**src/sv/iexu_pkg.sv**
```systemverilog
// ----------------------------------------------------------------------------
// iexu_pkg : shared types and constants of the I-type execute unit
// Opcodes, decoded item and result layouts and parameter defaults.
// ----------------------------------------------------------------------------
package iexu_pkg;

  localparam int MEM_ADDR_BITS_DEF = 16;
  localparam int NUM_REGS_DEF      = 32;

  localparam logic [5:0] OPC_BEQ   = 6'd4;
  localparam logic [5:0] OPC_BNE   = 6'd5;
  localparam logic [5:0] OPC_ADDI  = 6'd8;
  localparam logic [5:0] OPC_ADDIU = 6'd9;
  localparam logic [5:0] OPC_SLTI  = 6'd10;
  localparam logic [5:0] OPC_SLTIU = 6'd11;
  localparam logic [5:0] OPC_ANDI  = 6'd12;
  localparam logic [5:0] OPC_ORI   = 6'd13;
  localparam logic [5:0] OPC_XORI  = 6'd14;
  localparam logic [5:0] OPC_LUI   = 6'd15;
  localparam logic [5:0] OPC_LB    = 6'd32;
  localparam logic [5:0] OPC_LH    = 6'd33;
  localparam logic [5:0] OPC_LW    = 6'd35;
  localparam logic [5:0] OPC_LBU   = 6'd36;
  localparam logic [5:0] OPC_LHU   = 6'd37;
  localparam logic [5:0] OPC_SB    = 6'd40;
  localparam logic [5:0] OPC_SH    = 6'd41;
  localparam logic [5:0] OPC_SW    = 6'd43;

  // Access size, stored as byte count minus one.
  localparam logic [1:0] SZ_BYTE = 2'd0;
  localparam logic [1:0] SZ_HALF = 2'd1;
  localparam logic [1:0] SZ_WORD = 2'd3;

  typedef enum logic [3:0] {
    K_ADD, K_SLT, K_SLTU, K_AND, K_OR, K_XOR, K_LUI,
    K_BEQ, K_BNE, K_LOAD, K_STORE, K_BAD
  } kind_t;

  typedef enum logic [1:0] {
    ST_OK     = 2'd0,
    ST_BAD_OP = 2'd1,
    ST_RANGE  = 2'd2
  } status_t;

  typedef struct packed {
    kind_t       kind;
    logic [1:0]  size_m1;
    logic        lsigned;
    logic [4:0]  rs;
    logic [4:0]  rt;
    logic [15:0] imm;
    logic [31:0] pc;
  } dec_t;

  typedef struct packed {
    logic [31:0] next_pc;
    logic        taken;
    logic        we;
    logic [4:0]  idx;
    logic [31:0] value;
    status_t     status;
  } res_t;

endpackage

```
**src/sv/iexu_outq.sv**
```systemverilog
// ----------------------------------------------------------------------------
// iexu_outq : result queue
// Two-entry queue holding finished results until the consumer pops them.
// ----------------------------------------------------------------------------
module iexu_outq (
  input  logic           clk,
  input  logic           rst,
  input  logic           push,
  input  iexu_pkg::res_t din,
  output logic           full,
  input  logic           pop,
  output logic           empty,
  output iexu_pkg::res_t dout
);

  iexu_pkg::res_t slot [2];
  logic           wr_ptr;
  logic           rd_ptr;
  logic [1:0]     count;
  logic           do_pop;

  assign full   = (count == 2'd2);
  assign empty  = (count == 2'd0);
  assign dout   = slot[rd_ptr];
  assign do_pop = pop && !empty;

  always_ff @(posedge clk) begin
    if (push) begin
      slot[wr_ptr] <= din;
    end
  end

  always_ff @(posedge clk) begin
    if (rst) begin
      wr_ptr <= 1'b0;
      rd_ptr <= 1'b0;
      count  <= 2'd0;
    end else begin
      if (push) begin
        wr_ptr <= !wr_ptr;
      end
      if (do_pop) begin
        rd_ptr <= !rd_ptr;
      end
      count <= count + 2'(push) - 2'(do_pop);
    end
  end

endmodule

```
**config.mk**
```make
export PLATFORM = sky130hd
export DESIGN_NAME = iexu_outq
export DESIGN_NICKNAME = d
export VERILOG_FILES = /design/src/sv/iexu_pkg.sv /design/src/sv/iexu_outq.sv
export SDC_FILE = /design/constraint.sdc
export NUM_CORES = 1
export LEC_CHECK = 0
export ABC_AREA = 1
export CORE_AREA = 8 8 115 117
export DETAILED_ROUTE_END_ITERATION = 8
export DIE_AREA = 0 0 123 125
export DONT_BUFFER_PORTS = 1
export PLACE_DENSITY = 0.67
export SKIP_CTS_REPAIR_TIMING = 1
export SLEW_MARGIN = 0
export SYNTH_ARGS = -nofsm -noshare
export SYNTH_HDL_FRONTEND = slang
export SYNTH_SLANG_ARGS = --single-unit
```
**constraint.sdc**
```tcl
create_clock -name clk -period 12 [get_ports clk]
set_input_delay 2.4 -clock clk [delete_from_list [all_inputs] [get_ports clk]]
set_output_delay 2.4 -clock clk [all_outputs]
set_load 0.005 [all_outputs]
```
==> results.cfg <==
[yosys]
yosysWarnings = 0
synth-edff-count = 146
synth_ff_type = edfxtp_1
synth_top_area_cell = edfxtp_1
synth-seq-cells = 151
yosysTopAreaCellShare_pct = 74.8
synth.most_common_cell = edfxtp_1
synthesis.nets = 342
synthCells = 263
ys_seq_area_share_pct = 76.5
synth_area_per_cell_um2 = 22.3
syn-cell-area_mm2 = 0.00586
netlist_top_cells_area = edfxtp_1, mux2_4, buf_12
synth_commonest_cells = edfxtp_1, mux2_4, nor2_1, inv_1, buf_12
async_reset_ff_share_pct = 0
synth.distinct_cells = 13

[sta]
finalCritPeriodShare_pct = 38.3
fin_skew_ns = 0.00405
relSlewSlack_pct = 25.2
rsz0062_at_grt = no
timing.fmax_mhz = 218
period_minus_slack_ns = 4.59
setup_tns_ns = 0
setup_viol = 0
finalHoldViolCount = 0
slew_violations = 0
worstMarginPinSlew_ns = 1.12

[floorplan]
num_rows = 40
start_util_pct = 50.5
fp.dieH_um = 125
die_x_um = 123
die-area_mm2 = 0.0154
coreArea_mm2 = 0.0116
pin_count = 152

[finish]
drive_above_1_share_pct = 37.6
final_core_util_pct = 56.5
nFillCells = 883
syn_to_final_growth_pct = 11.9
n_antenna_cell = 0
final_net_count = 356

[worst_setup_path]
crit_type = flip-flop to primary output
cp.required_ns = 9.60
end_kind = primary output
cp_slowest_stage_delay_ns = 0.90
crit_chain = buf_4, mux2_4
crit_buf_inv = 1
path_delay_family = buffers and inverters
arrival_ns = 2.19
cp_max_fo = 61
slowest_stage = buf_4
start_kind = flip-flop

[detailed_routing]
vias_per_cell = 5.21
first_pass_iters = 4
final_antenna_net_count = 0
first_iter_violations = 193
drc_errors = 0
wire_per_inst_um = 22.1
routed_wl_mm = 9.67
via_count = 2278

[cts]
h-tree-depth = 4
clk_pin_slew_ns = 0.06
clockBufferDepth = 2
clkSinkCount = 151
cts_root_buf = clkbuf_16
cts_buffers = 17
cts_tree = built
clk_latency_ns = 0.40

[min_path]
min-delay-path-class = flip-flop to flip-flop

[global_route]
grt_use_total_pct = 12.8
grt_pass1_wl_mm = 14.3
grt_antenna_before_repair = 0
grt_max_degree = 62
grt_pass1_vias = 2429
globalRouteOverflowTotal = 0

[power_and_ir_drop]
p_per_area_mw_per_mm2 = 209
peakVddDrop_mv = 0.140
p_leak_nw = 2.35

[placement]
dp_hpwl_mm = 6.55
numPortBuffers = 0
gp_congestion = 0.661

[run]
drv_cap = 0

[outcome]
status = finished clean
## flip-flops by register name, summed over array words and instances (netlist names), named ones only
signal,flops
count,2
rd_ptr,1
slot,146
wr_ptr,1
## where the power goes
part           internal, mW  total [mW]  switching (mW)  leakage (nW)
Sequential            0.615       0.630          0.0150          1.41
Combinational         0.103       0.194          0.0914         0.633
Clock                 0.360       0.547           0.187         0.306
## kinds of logic after synthesis
| logic type | share of synthesized area (%) |
|---|---|
| buf+inv | 3.16 |
| compound gates | 0.0853 |
| mux | 18.5 |
| fa+ha+maj | 0.427 |
| flops | 76.5 |
| simple gates | 1.28 |
## cells in the final DEF, fill, tap and decap left out, drive strengths merged
cell      Yosys  routed
clkinvlp      0       2
clkbuf        0      25
nand2         6       6
inv           9       8
buf           8       3
edfxtp      146     146
mux2         73      73
a21oi         1       1
clkinv        0       3
ha            2       2
bufinv        0       3
nand3         2       2
nor2         10      10
nor3          1       1
dfxtp         5       5
## worst register-to-register path, stage by stage, from the launching register on
cell,delay (ns)
dfxtp_1,0.34
nor2_4,0.86
buf_4,0.58
## cell type report
cell class | instances | area (um2) | share of cell area [%]
Clock buffer | 25 | 515 | 7.86
Timing Repair Buffer | 3 | 22.5 | 0.343
Clock inverter | 7 | 115 | 1.76
Sequential cell | 151 | 4490 | 68.4
Tap cell | 147 | 184 | 2.80
Inverter | 9 | 35.0 | 0.534
Multi-Input combinational cell | 95 | 1200 | 18.3
## worst paths after layout
check / depth (start not counted) / slack (ns) / from / endpoint
worst min register to register: 2 / 0.52 / rd_ptr / rd_ptr
worst min-delay path: 2 / 0.52 / rd_ptr / rd_ptr
worst max register to register: 2 / 9.84 / wr_ptr / slot[0][0]
worst max-delay path: 2 / 7.41 / flip-flop / dout[45]
## per-stage QoR
stage	instance area (um2)	instances	worst slack (ns)	hold WS (ns)	total power, mW
3_5_place_dp	5930	405	7.68	0.512	0.843
2_1_floorplan	5860	263	5.99	0.467	0.831
3_3_place_gp	5930	405	7.69	0.488	0.838
6_report	6560	437	7.41	0.521	1.37
5_1_grt	6560	437	7.27	0.563	1.43
4_1_cts	6560	437	7.34	0.526	1.39
## layer usage
layer | track usage, % | share of wire (%) | routed length [um]
met1 | 11.4 | 30 | 2940
met2 | 21.9 | 53 | 5160
met3 | 7.65 | 14 | 1340
met4 | 6.73 | 2.4 | 236
met5 | 0 | 0 | 0
Power figures use the tool's default switching activity.
