===== config.mk =====
export PLATFORM = sky130hd
export DESIGN_NAME = iexu_front
export DESIGN_NICKNAME = d
export VERILOG_FILES = /design/src/sv/iexu_pkg.sv /design/src/sv/iexu_front.sv
export SDC_FILE = /design/constraint.sdc
export NUM_CORES = 1
export LEC_CHECK = 0
export BUFFER_PORTS_ARGS = -buffer_cell sky130_fd_sc_hd__buf_4
export CAP_MARGIN = 20
export CELL_PAD_IN_SITES_DETAIL_PLACEMENT = 0
export CELL_PAD_IN_SITES_GLOBAL_PLACEMENT = 1
export CORE_ASPECT_RATIO = 1.2
export CORE_MARGIN = 4
export CORE_UTILIZATION = 47
export DETAILED_ROUTE_END_ITERATION = 16
export MAX_ROUTING_LAYER = met4
export PLACE_DENSITY = 0.88
export SLEW_MARGIN = 20
export SYNTH_ARGS = -nofsm -noshare
export SYNTH_HDL_FRONTEND = slang
export SYNTH_SLANG_ARGS = --single-unit
export TNS_END_PERCENT = 1

===== constraint.sdc =====
create_clock -name clk -period 8.4 [get_ports clk]
set_clock_uncertainty 0.05 [all_clocks]
set_input_delay 2.1 -clock clk [delete_from_list [all_inputs] [get_ports clk]]
set_output_delay 2.1 -clock clk [all_outputs]
set_load 0.05 [all_outputs]

===== src/sv/iexu_pkg.sv =====
// ----------------------------------------------------------------------------
// iexu_pkg : shared types and constants of the I-type execute unit
// Opcodes, decoded item and result layouts and parameter defaults.
// ----------------------------------------------------------------------------
package iexu_pkg;

  localparam int MEM_ADDR_BITS_DEF = 16;
  localparam int NUM_REGS_DEF      = 32;

  localparam logic [5:0] OPC_BEQ   = 6'd4;
  localparam logic [5:0] OPC_BNE   = 6'd5;
  localparam logic [5:0] OPC_ADDI  = 6'd8;
  localparam logic [5:0] OPC_ADDIU = 6'd9;
  localparam logic [5:0] OPC_SLTI  = 6'd10;
  localparam logic [5:0] OPC_SLTIU = 6'd11;
  localparam logic [5:0] OPC_ANDI  = 6'd12;
  localparam logic [5:0] OPC_ORI   = 6'd13;
  localparam logic [5:0] OPC_XORI  = 6'd14;
  localparam logic [5:0] OPC_LUI   = 6'd15;
  localparam logic [5:0] OPC_LB    = 6'd32;
  localparam logic [5:0] OPC_LH    = 6'd33;
  localparam logic [5:0] OPC_LW    = 6'd35;
  localparam logic [5:0] OPC_LBU   = 6'd36;
  localparam logic [5:0] OPC_LHU   = 6'd37;
  localparam logic [5:0] OPC_SB    = 6'd40;
  localparam logic [5:0] OPC_SH    = 6'd41;
  localparam logic [5:0] OPC_SW    = 6'd43;

  // Access size, stored as byte count minus one.
  localparam logic [1:0] SZ_BYTE = 2'd0;
  localparam logic [1:0] SZ_HALF = 2'd1;
  localparam logic [1:0] SZ_WORD = 2'd3;

  typedef enum logic [3:0] {
    K_ADD, K_SLT, K_SLTU, K_AND, K_OR, K_XOR, K_LUI,
    K_BEQ, K_BNE, K_LOAD, K_STORE, K_BAD
  } kind_t;

  typedef enum logic [1:0] {
    ST_OK     = 2'd0,
    ST_BAD_OP = 2'd1,
    ST_RANGE  = 2'd2
  } status_t;

  typedef struct packed {
    kind_t       kind;
    logic [1:0]  size_m1;
    logic        lsigned;
    logic [4:0]  rs;
    logic [4:0]  rt;
    logic [15:0] imm;
    logic [31:0] pc;
  } dec_t;

  typedef struct packed {
    logic [31:0] next_pc;
    logic        taken;
    logic        we;
    logic [4:0]  idx;
    logic [31:0] value;
    status_t     status;
  } res_t;

endpackage


===== src/sv/iexu_front.sv =====
// ----------------------------------------------------------------------------
// iexu_front : instruction intake and classification
// Decodes the opcode of each accepted beat and holds the decoded items in a
// two-entry queue towards the execution back end.
// ----------------------------------------------------------------------------
module iexu_front (
  input  logic                clk,
  input  logic                rst,
  input  logic                push,
  output logic                full,
  input  logic [5:0]          opcode,
  input  logic [4:0]          source_reg,
  input  logic [4:0]          target_reg,
  input  logic [15:0]         immediate,
  input  logic [31:0]         pc,
  output logic                head_valid,
  output iexu_pkg::dec_t      head,
  input  logic                head_pop
);

  iexu_pkg::dec_t slot [2];
  logic           wr_ptr;
  logic           rd_ptr;
  logic [1:0]     count;
  iexu_pkg::dec_t dec;
  logic           do_push;

  always_comb begin
    dec         = '0;
    dec.rs      = source_reg;
    dec.rt      = target_reg;
    dec.imm     = immediate;
    dec.pc      = pc;
    dec.kind    = iexu_pkg::K_BAD;
    dec.size_m1 = iexu_pkg::SZ_BYTE;
    dec.lsigned = 1'b0;
    case (opcode)
      iexu_pkg::OPC_ADDI, iexu_pkg::OPC_ADDIU: dec.kind = iexu_pkg::K_ADD;
      iexu_pkg::OPC_SLTI:  dec.kind = iexu_pkg::K_SLT;
      iexu_pkg::OPC_SLTIU: dec.kind = iexu_pkg::K_SLTU;
      iexu_pkg::OPC_ANDI:  dec.kind = iexu_pkg::K_AND;
      iexu_pkg::OPC_ORI:   dec.kind = iexu_pkg::K_OR;
      iexu_pkg::OPC_XORI:  dec.kind = iexu_pkg::K_XOR;
      iexu_pkg::OPC_LUI:   dec.kind = iexu_pkg::K_LUI;
      iexu_pkg::OPC_BEQ:   dec.kind = iexu_pkg::K_BEQ;
      iexu_pkg::OPC_BNE:   dec.kind = iexu_pkg::K_BNE;
      iexu_pkg::OPC_LB: begin
        dec.kind = iexu_pkg::K_LOAD; dec.lsigned = 1'b1;
      end
      iexu_pkg::OPC_LH: begin
        dec.kind = iexu_pkg::K_LOAD; dec.lsigned = 1'b1; dec.size_m1 = iexu_pkg::SZ_HALF;
      end
      iexu_pkg::OPC_LW: begin
        dec.kind = iexu_pkg::K_LOAD; dec.size_m1 = iexu_pkg::SZ_WORD;
      end
      iexu_pkg::OPC_LBU:   dec.kind = iexu_pkg::K_LOAD;
      iexu_pkg::OPC_LHU: begin
        dec.kind = iexu_pkg::K_LOAD; dec.size_m1 = iexu_pkg::SZ_HALF;
      end
      iexu_pkg::OPC_SB:    dec.kind = iexu_pkg::K_STORE;
      iexu_pkg::OPC_SH: begin
        dec.kind = iexu_pkg::K_STORE; dec.size_m1 = iexu_pkg::SZ_HALF;
      end
      iexu_pkg::OPC_SW: begin
        dec.kind = iexu_pkg::K_STORE; dec.size_m1 = iexu_pkg::SZ_WORD;
      end
      default: dec.kind = iexu_pkg::K_BAD;
    endcase
  end

  assign full       = (count == 2'd2);
  assign head_valid = (count != 2'd0);
  assign head       = slot[rd_ptr];
  assign do_push    = push && !full;

  always_ff @(posedge clk) begin
    if (do_push) begin
      slot[wr_ptr] <= dec;
    end
  end

  always_ff @(posedge clk) begin
    if (rst) begin
      wr_ptr <= 1'b0;
      rd_ptr <= 1'b0;
      count  <= 2'd0;
    end else begin
      if (do_push) begin
        wr_ptr <= !wr_ptr;
      end
      if (head_pop) begin
        rd_ptr <= !rd_ptr;
      end
      count <= count + 2'(do_push) - 2'(head_pop);
    end
  end

endmodule


==> results of run 1 <==
==> placed cells by master (no fill, tap or decap), types with 2 or more instances in the layout <==
master	instances
a211oi_1	2
a21oi_1	2
buf_4	137
bufinv_16	4
clkbuf_16	17
clkbuf_8	3
clkinv_2	2
clkinvlp_4	3
dfxtp_1	4
edfxtp_1	130
ha_1	2
inv_1	5
inv_2	2
mux2_2	65
nand2_1	3
nor2_1	3
nor3_1	4
o21ai_0	4
or3_1	2
xnor2_1	2
==> cell usage after synthesis (2+ instances only) <==
cell,number,area share (%)
inv_1,6,0.44
a21oi_1,2,0.20
nand2_1,3,0.22
xnor2_1,2,0.34
dfxtp_1,5,2.0
buf_6,6,1.3
edfxtp_1,130,76
buf_2,4,0.39
nor3_1,4,0.39
ha_1,2,0.49
a211oi_1,2,0.29
or3_1,2,0.24
mux2_2,65,14
o21ai_0,4,0.39
nor2_1,3,0.22
==> worst paths after layout <==
kind | startpoint | to | slack (ps) | cells past startpoint
setup / recovery | register | head[25] | 3900 | 3
hold / removal | wr_ptr | wr_ptr | 440 | 2
setup reg to reg | count[0] | slot[0][41] | 6320 | 5
hold reg to reg | wr_ptr | wr_ptr | 440 | 2
==> state kept, by name, indices dropped and copies added (netlist names), named ones only <==
signal,count
count,2
rd_ptr,1
slot,130
wr_ptr,1
==> report_power, final <==
group          switching [mW]  internal (mW)
Clock                   0.263          0.521
Sequential             0.0199          0.814
Combinational           0.264          0.133
==> area by class of cell <==
type / instances / area share, %
sequential: 135 / 58.4
timing repair buffer: 137 / 15.0
multi-input combinational: 103 / 14.5
clock buffer: 21 / 6.87
clock inverter: 11 / 2.48
tap: 129 / 2.36
inverter: 7 / 0.383
==> logic make-up (layout without fill, tap and decap cells) <==
| logic type | Yosys count | count (layout) |
|---|---|---|
| compound gates | 10 | 10 |
| mux | 66 | 66 |
| fa+ha+maj | 2 | 2 |
| flops | 135 | 135 |
| xor+xnor | 3 | 3 |
| buf+inv | 17 | 176 |
| simple gates | 22 | 22 |
==> per-layer routing <==
metal / GRT usage, % / share of wire (%) / vias to the layer above
li1: - / - / 1284
met1: 17.7 / 39 / 1322
met2: 25.4 / 52 / 98
met3: 5.56 / 7.6 / 10
met4: 6.40 / 1.3 / 0
met5: - / 0 / -
==> worst max-delay path, stage by stage (launching register included) <==
cell and delay [ps]:
dfxtp_2 800, buf_4 520, mux2_2 400, buf_4 190
==> key figures, run 1 <==
Yosys
  • Post-synth EDFFs: between 100 and 150
  • Seq/Total Area, Yosys: 78.4%
  • Synth Instances: about 260
  • Adder and majority gate portion of the synthesized area: less than 1%
  • Yosys reg bits: roughly 140
  • Main synth FF type: edfxtp_1
  • Largest family of logic cells by synthesized area: multiplexers
  • Mapped Nets: 325
  • Netlist cell types: 30
  • Syn_area_per_cell: roughly 20 um2
  • Post-Syn Area: 0.00511 mm2
  • Post-synthesis mux area share: between 10% and 20%
  • Async S/R FF share, synth: 0%
  • Xor and xnor area share after synthesis: less than 1%
  • Compound-Gate Fraction of Synth Area: 1.20%
  • Synth Area in Simple Gates: 2.67%
  • Synth warn: 0

Cells and area
  • Fin util: about two thirds
  • NumNets Final: about 470
  • Layout cells sized above 1: 58.2%
  • P&R area growth vs syn: 34.1%
  • Fill count: 760
  • N_diodes: 0
  • Finished layout cell area: slightly below 0.007 mm2
  • Sequential standard cell area: approximately 0.004 mm2
  • Non-Filler Instances: about 540
  • Footprint of the multi-input gates: roughly 990 um2

Setup path
  • CP Capture Type: output port
  • Critical path arrival: 2350 ps
  • Critical Path RT: 6250 ps
  • Crit Path Category: reg -> out
  • Crit Path Max Fanout: 35
  • Startpoint Class: register

Global route
  • Global-route wire length before repair: around 14 mm
  • Vias in the first global route: about 2900
  • Initial antenna violation count: 0
  • Largest net degree at the start of global routing: 66
  • Total track usage: 15.7%
  • Remaining global-route overflow: 0

Placement
  • Post-Place Worst Slack: 4250 ps
  • DP Cell Count: ~510
  • Placed cell areas: 0.00621 mm2
  • Dpl hpwl: roughly 6 mm
  • Placer Congestion: ~0.76
  • Number of buffers added on ports: 134

Clocking
  • CTS root buf: clkbuf_16
  • H-tree levels: 4
  • Post-CTS Hold Fix Bufs: 0
  • CTS tree: yes
  • CTS Buffer Depth: 2
  • Worst-path clk slew: 60 ps
  • Post-CTS Setup Repair Bufs: 0
  • Post-CTS sizing: 0
  • Worst-Skew Late Latency: 400 ps
  • Cts bufs inserted: 17
  • Clock sink count: around 140

Route
  • Pre-antenna DRT Iters: 5
  • # DRC: 0
  • ANT nets after route: 0
  • Routed wire length: between 9 and 10 mm
  • Vias: 2714
  • Vias/cell: 5.00
  • Routed len/inst: roughly 17 um
  • Initial drt markers: between 90 and 100

Floorplanning
  • Row cnt: 41
  • Core box area: approximately 0.011 mm2
  • # IOs: between 100 and 150
  • Die footprint: 0.0126 mm2
  • Starting Density: slightly below 50%
  • Die height: between 100 and 150 um
  • Die Width: about 100 um

Timing
  • Final setup margin: approximately 3900 ps
  • Final hold vios: 0
  • Hold slack: roughly 440 ps
  • # setup viols final: 0
  • Final Cycle Share: 53.6%
  • Tmin final: roughly 4500 ps
  • Max-slew violations: 0
  • RSZ-0062 raised after global routing: false
  • Fmax: roughly 220 MHz
  • Slew HR: slightly above 40%
  • Slew of the pin with the lowest slew margin: 897 ps
  • Total negative slack: 0 ps

Power
  • Power density over the cells: 294 mW/mm2
  • Worst VDD drop: 162 uV
  • Total power: 2.01 mW
  • Leak pwr: ~2.6 nW

Worst hold path
  • Hold Crit Class: reg -> reg

Run status
  • Outcome: complete, no violations

Run
  • Max-Cap Viols: 0
No activity file was read; power rests on OpenSTA's default activity.
==> run 2: changes to the inputs <==
--- a/config.mk
+++ b/config.mk
@@ -11,10 +11,10 @@
 export CELL_PAD_IN_SITES_GLOBAL_PLACEMENT = 1
 export CORE_ASPECT_RATIO = 1.2
 export CORE_MARGIN = 4
-export CORE_UTILIZATION = 47
+export CORE_UTILIZATION = 44
 export DETAILED_ROUTE_END_ITERATION = 16
 export MAX_ROUTING_LAYER = met4
-export PLACE_DENSITY = 0.88
+export PLACE_DENSITY = 0.83
 export SLEW_MARGIN = 20
 export SYNTH_ARGS = -nofsm -noshare
 export SYNTH_HDL_FRONTEND = slang
==> constraint.sdc (replaced) <==
create_clock -name clk -period 4.5 [get_ports clk]
set_clock_uncertainty 0.05 [all_clocks]
set_input_delay 1.125 -clock clk [delete_from_list [all_inputs] [get_ports clk]]
set_output_delay 1.125 -clock clk [all_outputs]
set_load 0.05 [all_outputs]
==> run 2 against run 1 <==
Compared with the run above:
- routed wire length fell by 1.1%
- first-iteration DRC count fell by 18%
- critical endpoint is now head[3]
- sequential power rose by 86%
- register-to-register slack got worse by 3800 ps
- sequential share of layout area fell by 0.32 points
- setup slack got worse by 2600 ps
- cell count rose by 4.6%
- largest power group unchanged
- clock power rose by 78%
- flip-flop and latch count did not move
==> key figures, run 2 (same netlist as run 1, synthesis figures left out) <==
Run status
  • Outcome: complete, no violations

Power
  • Worst VDD drop: about 260 uV
  • Power density over the cells: around 540 mW/mm2
  • Leak pwr: roughly 2.6 nW

Floorplanning
  • Die footprint: between 0.01 and 0.015 mm2
  • Die height: 126 um
  • Starting Density: between 40% and 50%
  • # IOs: 135
  • Core box area: about 0.011 mm2
  • Row cnt: between 40 and 50
  • Die Width: ~110 um

Timing
  • # setup viols final: 0
  • Final Cycle Share: a little over two thirds
  • Final hold vios: 0
  • Slew HR: between 50% and 60%
  • Slew of the pin with the lowest slew margin: between 700 and 800 ps
  • Total negative slack: 0 ps
  • RSZ-0062 raised after global routing: false
  • Fmax: ~310 MHz
  • Max-slew violations: 0
  • Tmin final: between 3000 and 4000 ps

Setup path
  • Slowest stage cell on the critical path: dfxtp_2
  • Buffers and inverters on the worst path: 2
  • Delay-heaviest family, CP: flip-flops
  • Critical Path RT: ~3300 ps
  • Cell chain of the critical path: buf_12, mux2_2, buf_4
  • Crit Path Category: reg -> out
  • Crit Path Max Fanout: 43
  • Critical path arrival: approximately 2000 ps
  • Max incr delay on CP: just under 700 ps
  • Startpoint Class: register
  • CP Capture Type: output port

Route
  • Pre-antenna DRT Iters: 4
  • Vias/cell: approximately 4.7
  • Routed len/inst: roughly 16 um
  • Initial drt markers: between 80 and 90
  • Vias: about 2700
  • ANT nets after route: 0
  • Routed wire length: approximately 9.3 mm
  • # DRC: 0

Clocking
  • H-tree levels: 4
  • Post-CTS Hold Fix Bufs: 0
  • Worst-path clk slew: roughly 60 ps
  • Clock sink count: ~140
  • Post-CTS Setup Repair Bufs: 0
  • CTS Buffer Depth: 2
  • CTS tree: yes
  • Post-CTS sizing: 0
  • Cts bufs inserted: 17
  • CTS root buf: clkbuf_16
  • Worst-Skew Late Latency: roughly 400 ps

Global route
  • Vias in the first global route: 2963
  • Initial antenna violation count: 0
  • Global-route wire length before repair: 14.6 mm
  • Remaining global-route overflow: 0
  • Total track usage: 14.9%
  • Largest net degree at the start of global routing: 46

Cells and area
  • Layout cells sized above 1: between 50% and 60%
  • P&R area growth vs syn: 34.9%
  • Most frequent cells in the layout: buf_4, edfxtp_1, mux2_2, clkbuf_16, inv_1
  • Non-Filler Instances: 568
  • Number of flip-flops in the largest register: 130
  • Sequential standard cell area: approximately 0.004 mm2
  • Fin util: roughly three fifths
  • Fill count: between 800 and 900
  • NumNets Final: 471
  • Most common cell after layout, fill and taps aside: buf_4
  • Biggest regs: slot x130, count x2
  • Largest Register: slot
  • Footprint of the multi-input gates: about 990 um2
  • N_diodes: 0

Worst hold path
  • Hold Crit Class: reg -> reg

Placement
  • Number of buffers added on ports: ~130
  • Dpl hpwl: between 6 and 7 mm
  • Placer Congestion: ~0.72
  • DP Cell Count: roughly 540

Run
  • Max-Cap Viols: 0
run 2: cell types whose count changed in the layout (fill, tap and decap cells not counted), sizes merged:
cell / before / now
clkbuf: 21 / 17
clkinv: 3 / 6
clkinvlp: 3 / 4
run 2: where the power goes:
| group | internal (mW) | leakage, nW | total [mW] | switching (mW) |
|---|---|---|---|---|
| Clock | 0.917 | 0.285 | 1.39 | 0.478 |
| Combinational | 0.257 | 1.04 | 0.753 | 0.496 |
| Sequential | 1.52 | 1.25 | 1.55 | 0.0342 |
run 2: worst register-to-register path: cells and delay by family, from the launching register on:
family                 cells  cell delay (ps)
flip-flops                 1              340
buffers and inverters      3              770
AND/OR/NAND/NOR            2              490
run 2: worst paths after layout:
| path | startpoint | end | slack [ps] | cells after the start |
|---|---|---|---|---|
| hold / removal | wr_ptr | wr_ptr | 440 | 2 |
| hold reg to reg | wr_ptr | wr_ptr | 440 | 2 |
| setup / recovery | register | head[3] | 1310 | 3 |
| setup reg to reg | count[0] | slot[0][37] | 2520 | 5 |
run 2: metal layers:
layer  GRT usage (%)  part of all wire [%]
met1            15.2                    38
met2            26.0                    55
met3            5.83                   6.0
met4            4.80                   1.0
met5               -                     0
run 2: area by class of cell:
cell class,instances,area share (%)
multi-input cells,103,14.4
well taps,154,2.80
clock inverters,15,2.67
clock buffers,17,6.17
flip-flops and latches,135,58.1
repair buffers,137,15.5
inverters,7,0.381
run 2: through the flow:
stage	worst slack (ps)	cell area, um2	total power, mW	hold WS (ps)
detailed placement	1710	6280	2.34	441
floorplan	1240	5110	2.10	401
CTS	1250	6890	3.75	447
global placement	1700	6280	2.33	414
finish	1310	6890	3.70	445
global route	1210	6890	3.85	466
==> run 3: changes to the inputs <==
--- a/config.mk
+++ b/config.mk
@@ -11,10 +11,10 @@
 export CELL_PAD_IN_SITES_GLOBAL_PLACEMENT = 1
 export CORE_ASPECT_RATIO = 1.2
 export CORE_MARGIN = 4
-export CORE_UTILIZATION = 44
+export CORE_UTILIZATION = 39
 export DETAILED_ROUTE_END_ITERATION = 16
 export MAX_ROUTING_LAYER = met4
-export PLACE_DENSITY = 0.83
+export PLACE_DENSITY = 0.79
 export SLEW_MARGIN = 20
 export SYNTH_ARGS = -nofsm -noshare
 export SYNTH_HDL_FRONTEND = slang
==> constraint.sdc (replaced) <==
create_clock -name clk -period 2.84 [get_ports clk]
set_clock_uncertainty 0.05 [all_clocks]
set_input_delay 0.71 -clock clk [delete_from_list [all_inputs] [get_ports clk]]
set_output_delay 0.71 -clock clk [all_outputs]
set_load 0.05 [all_outputs]
==> run 3 against run 2 <==
Compared with the run above:
- sequential power is 58% higher
- combinational power is 61% higher
- first-iteration DRC count is 22% higher
- routed wire length is 3.2% lower
- sequential share of layout area hardly changed
- flip-flop and latch count stayed put
- register-to-register slack worse by 1500 ps
- utilization is 7.4 points lower
- global-route usage is 1.7 points lower
- hold slack worse by 1.3 ps
- non-clock buffer count is 3 higher
- clock-buffer cell count stayed put
==> key figures, run 3 (same netlist as run 1, synthesis figures left out) <==
Run status
  • Outcome: complete, no violations

Global route
  • Global route hottest layer: met2
  • Met1 Track Usage GR: 14.3%
  • Vias in the first global route: between 2000 and 3000
  • Total track usage: a little over an eighth
  • M2 GR Usage: between 20 and 25%
  • Remaining global-route overflow: 0
  • Initial antenna violation count: 1
  • Largest net degree at the start of global routing: 42
  • GR Util met3: ~5.2%
  • Global-route wire length before repair: 14.6 mm

Cells and area
  • Layout cells sized above 1: 58.2%
  • Most frequent cells in the layout: buf_4, edfxtp_1, mux2_2, clkbuf_16
  • Most common cell after layout, fill and taps aside: buf_4
  • Largest Register: slot
  • P&R area growth vs syn: 34.9%
  • Number of flip-flops in the largest register: between 100 and 150
  • NumNets Final: 474
  • Biggest regs: slot x130, count x2

Timing
  • Slew of the pin with the lowest slew margin: between 500 and 600 ps
  • # setup viols final: 0
  • Final Cycle Share: about nine tenths
  • Total negative slack: 0 ps
  • RSZ-0062 raised after global routing: false
  • Final hold vios: 0
  • Slew HR: between 60 and 70%
  • Max-slew violations: 0
  • Tmin final: about 2600 ps
  • Fmax: ~400 MHz

Power
  • Pint: between 4 and 5 mW
  • Total power: 5.78 mW
  • Comb pwr share: 20.9%
  • Share of power burned in the clock network: about 37%
  • Leak pwr: 2.59 nW
  • Sw Share: 27.6%
  • Flop pwr share: a little over two fifths
  • Power density over the cells: 839 mW/mm2
  • NetSw: roughly 1.6 mW
  • Worst VDD drop: about 470 uV

Clocking
  • CTS tree: yes
  • Post-CTS Setup Repair Bufs: 0
  • Worst-path clk slew: about 60 ps
  • Post-CTS Hold Fix Bufs: 0
  • Post-CTS sizing: 0
  • Worst-Skew Late Latency: 400 ps
  • CTS Buffer Depth: 2
  • Cts bufs inserted: 17
  • Clock sink count: between 100 and 150
  • H-tree levels: 4
  • CTS root buf: clkbuf_16

Setup path
  • Cell chain of the critical path: buf_4, mux2_2, buf_4
  • Reg-to-Reg End: slot[0][20]
  • Register-to-register path setup slack: approximately 1000 ps
  • Critical path arrival: ~1800 ps
  • Worst path most repeated cell: buf_4
  • Worst R2R Path Depth: 5
  • Worst R2R Start: count[0]
  • Slowest stage cell on the critical path: buf_4
  • CP Capture Type: output port
  • Crit Path Max Fanout: 41
  • Crit Path Category: reg -> out
  • Max incr delay on CP: approximately 430 ps
  • Startpoint Class: register
  • Critical Path RT: around 2100 ps

Placement
  • Placer Congestion: approximately 0.74
  • Dpl hpwl: approximately 6 mm
  • Number of buffers added on ports: 134

Worst hold path
  • Hold EP: wr_ptr
  • Hold path cells: 2
  • Hold Crit Class: reg -> reg
  • Hold Crit Start: wr_ptr

Route
  • Vias: between 2000 and 3000
  • Routed len/inst: between 15 and 20 um
  • # DRC: 0
  • ANT nets after route: 0
  • Pre-antenna DRT Iters: 4
  • Vias/cell: ~4.7
  • Initial drt markers: between 90 and 100
  • Routed wire length: roughly 9 mm

Floorplanning
  • Starting Density: 40.1%
  • Die height: roughly 130 um
  • # IOs: roughly 140
  • Die Width: 112 um
  • Row cnt: 45
  • Core box area: 0.0127 mm2
  • Die footprint: roughly 0.015 mm2

Run
  • Max-Cap Viols: 0
-- run 3: worst max-delay path by stage --
stage               startpoint          end
floorplan                 push   slot[0][0]
global placement      register      head[6]
detailed placement        push  slot[0][30]
CTS                   register     head[25]
global route          register     head[14]
finish                register     head[20]
-- run 3: area by class of cell --
cell class	instances	area (um2)
clock buffer	17	425
tap	164	205
inverter	7	30.0
multi-input combinational	103	991
timing repair buffer	140	1080
antenna	1	2.50
sequential	135	4010
fill	1055	5830
clock inverter	14	158
-- run 3: worst max-delay path: cells and delay by family (launching register included) --
kind | cells | cell delay (ps)
DFF | 1 | 320
muxes | 1 | 420
buffers and inverters | 2 | 620
-- run 3: power by group through the flow --
stage                     Clock, mW  Sequential, mW  Combinational, mW
after floorplan                   0            2.48              0.849
after global placement            0            2.48               1.22
after detailed placement          0            2.49               1.23
after CTS                      2.18            2.45               1.23
after global routing           2.29            2.46               1.28
final                          2.12            2.45               1.21
-- run 3: layer usage --
metal | vias up | wire length, um
met5 | - | 0
met4 | 0 | 117
met3 | 8 | 534
met2 | 83 | 4790
met1 | 1323 | 3520
li1 | 1293 | -
-- run 3: through the flow --
stage / setup slack [ps] / utilization (%) / instance area (um2) / hold WS, ps / std cells
after floorplan: 558 / - / 5110 / 401 / 255
after global placement: 689 / 49.6 / 6310 / 417 / 549
after detailed placement: 675 / 49.6 / 6310 / 433 / 549
after CTS: 240 / 54.1 / 6890 / 420 / 580
after global routing: 181 / 54.2 / 6890 / 407 / 581
final: 280 / 54.2 / 6890 / 443 / 581
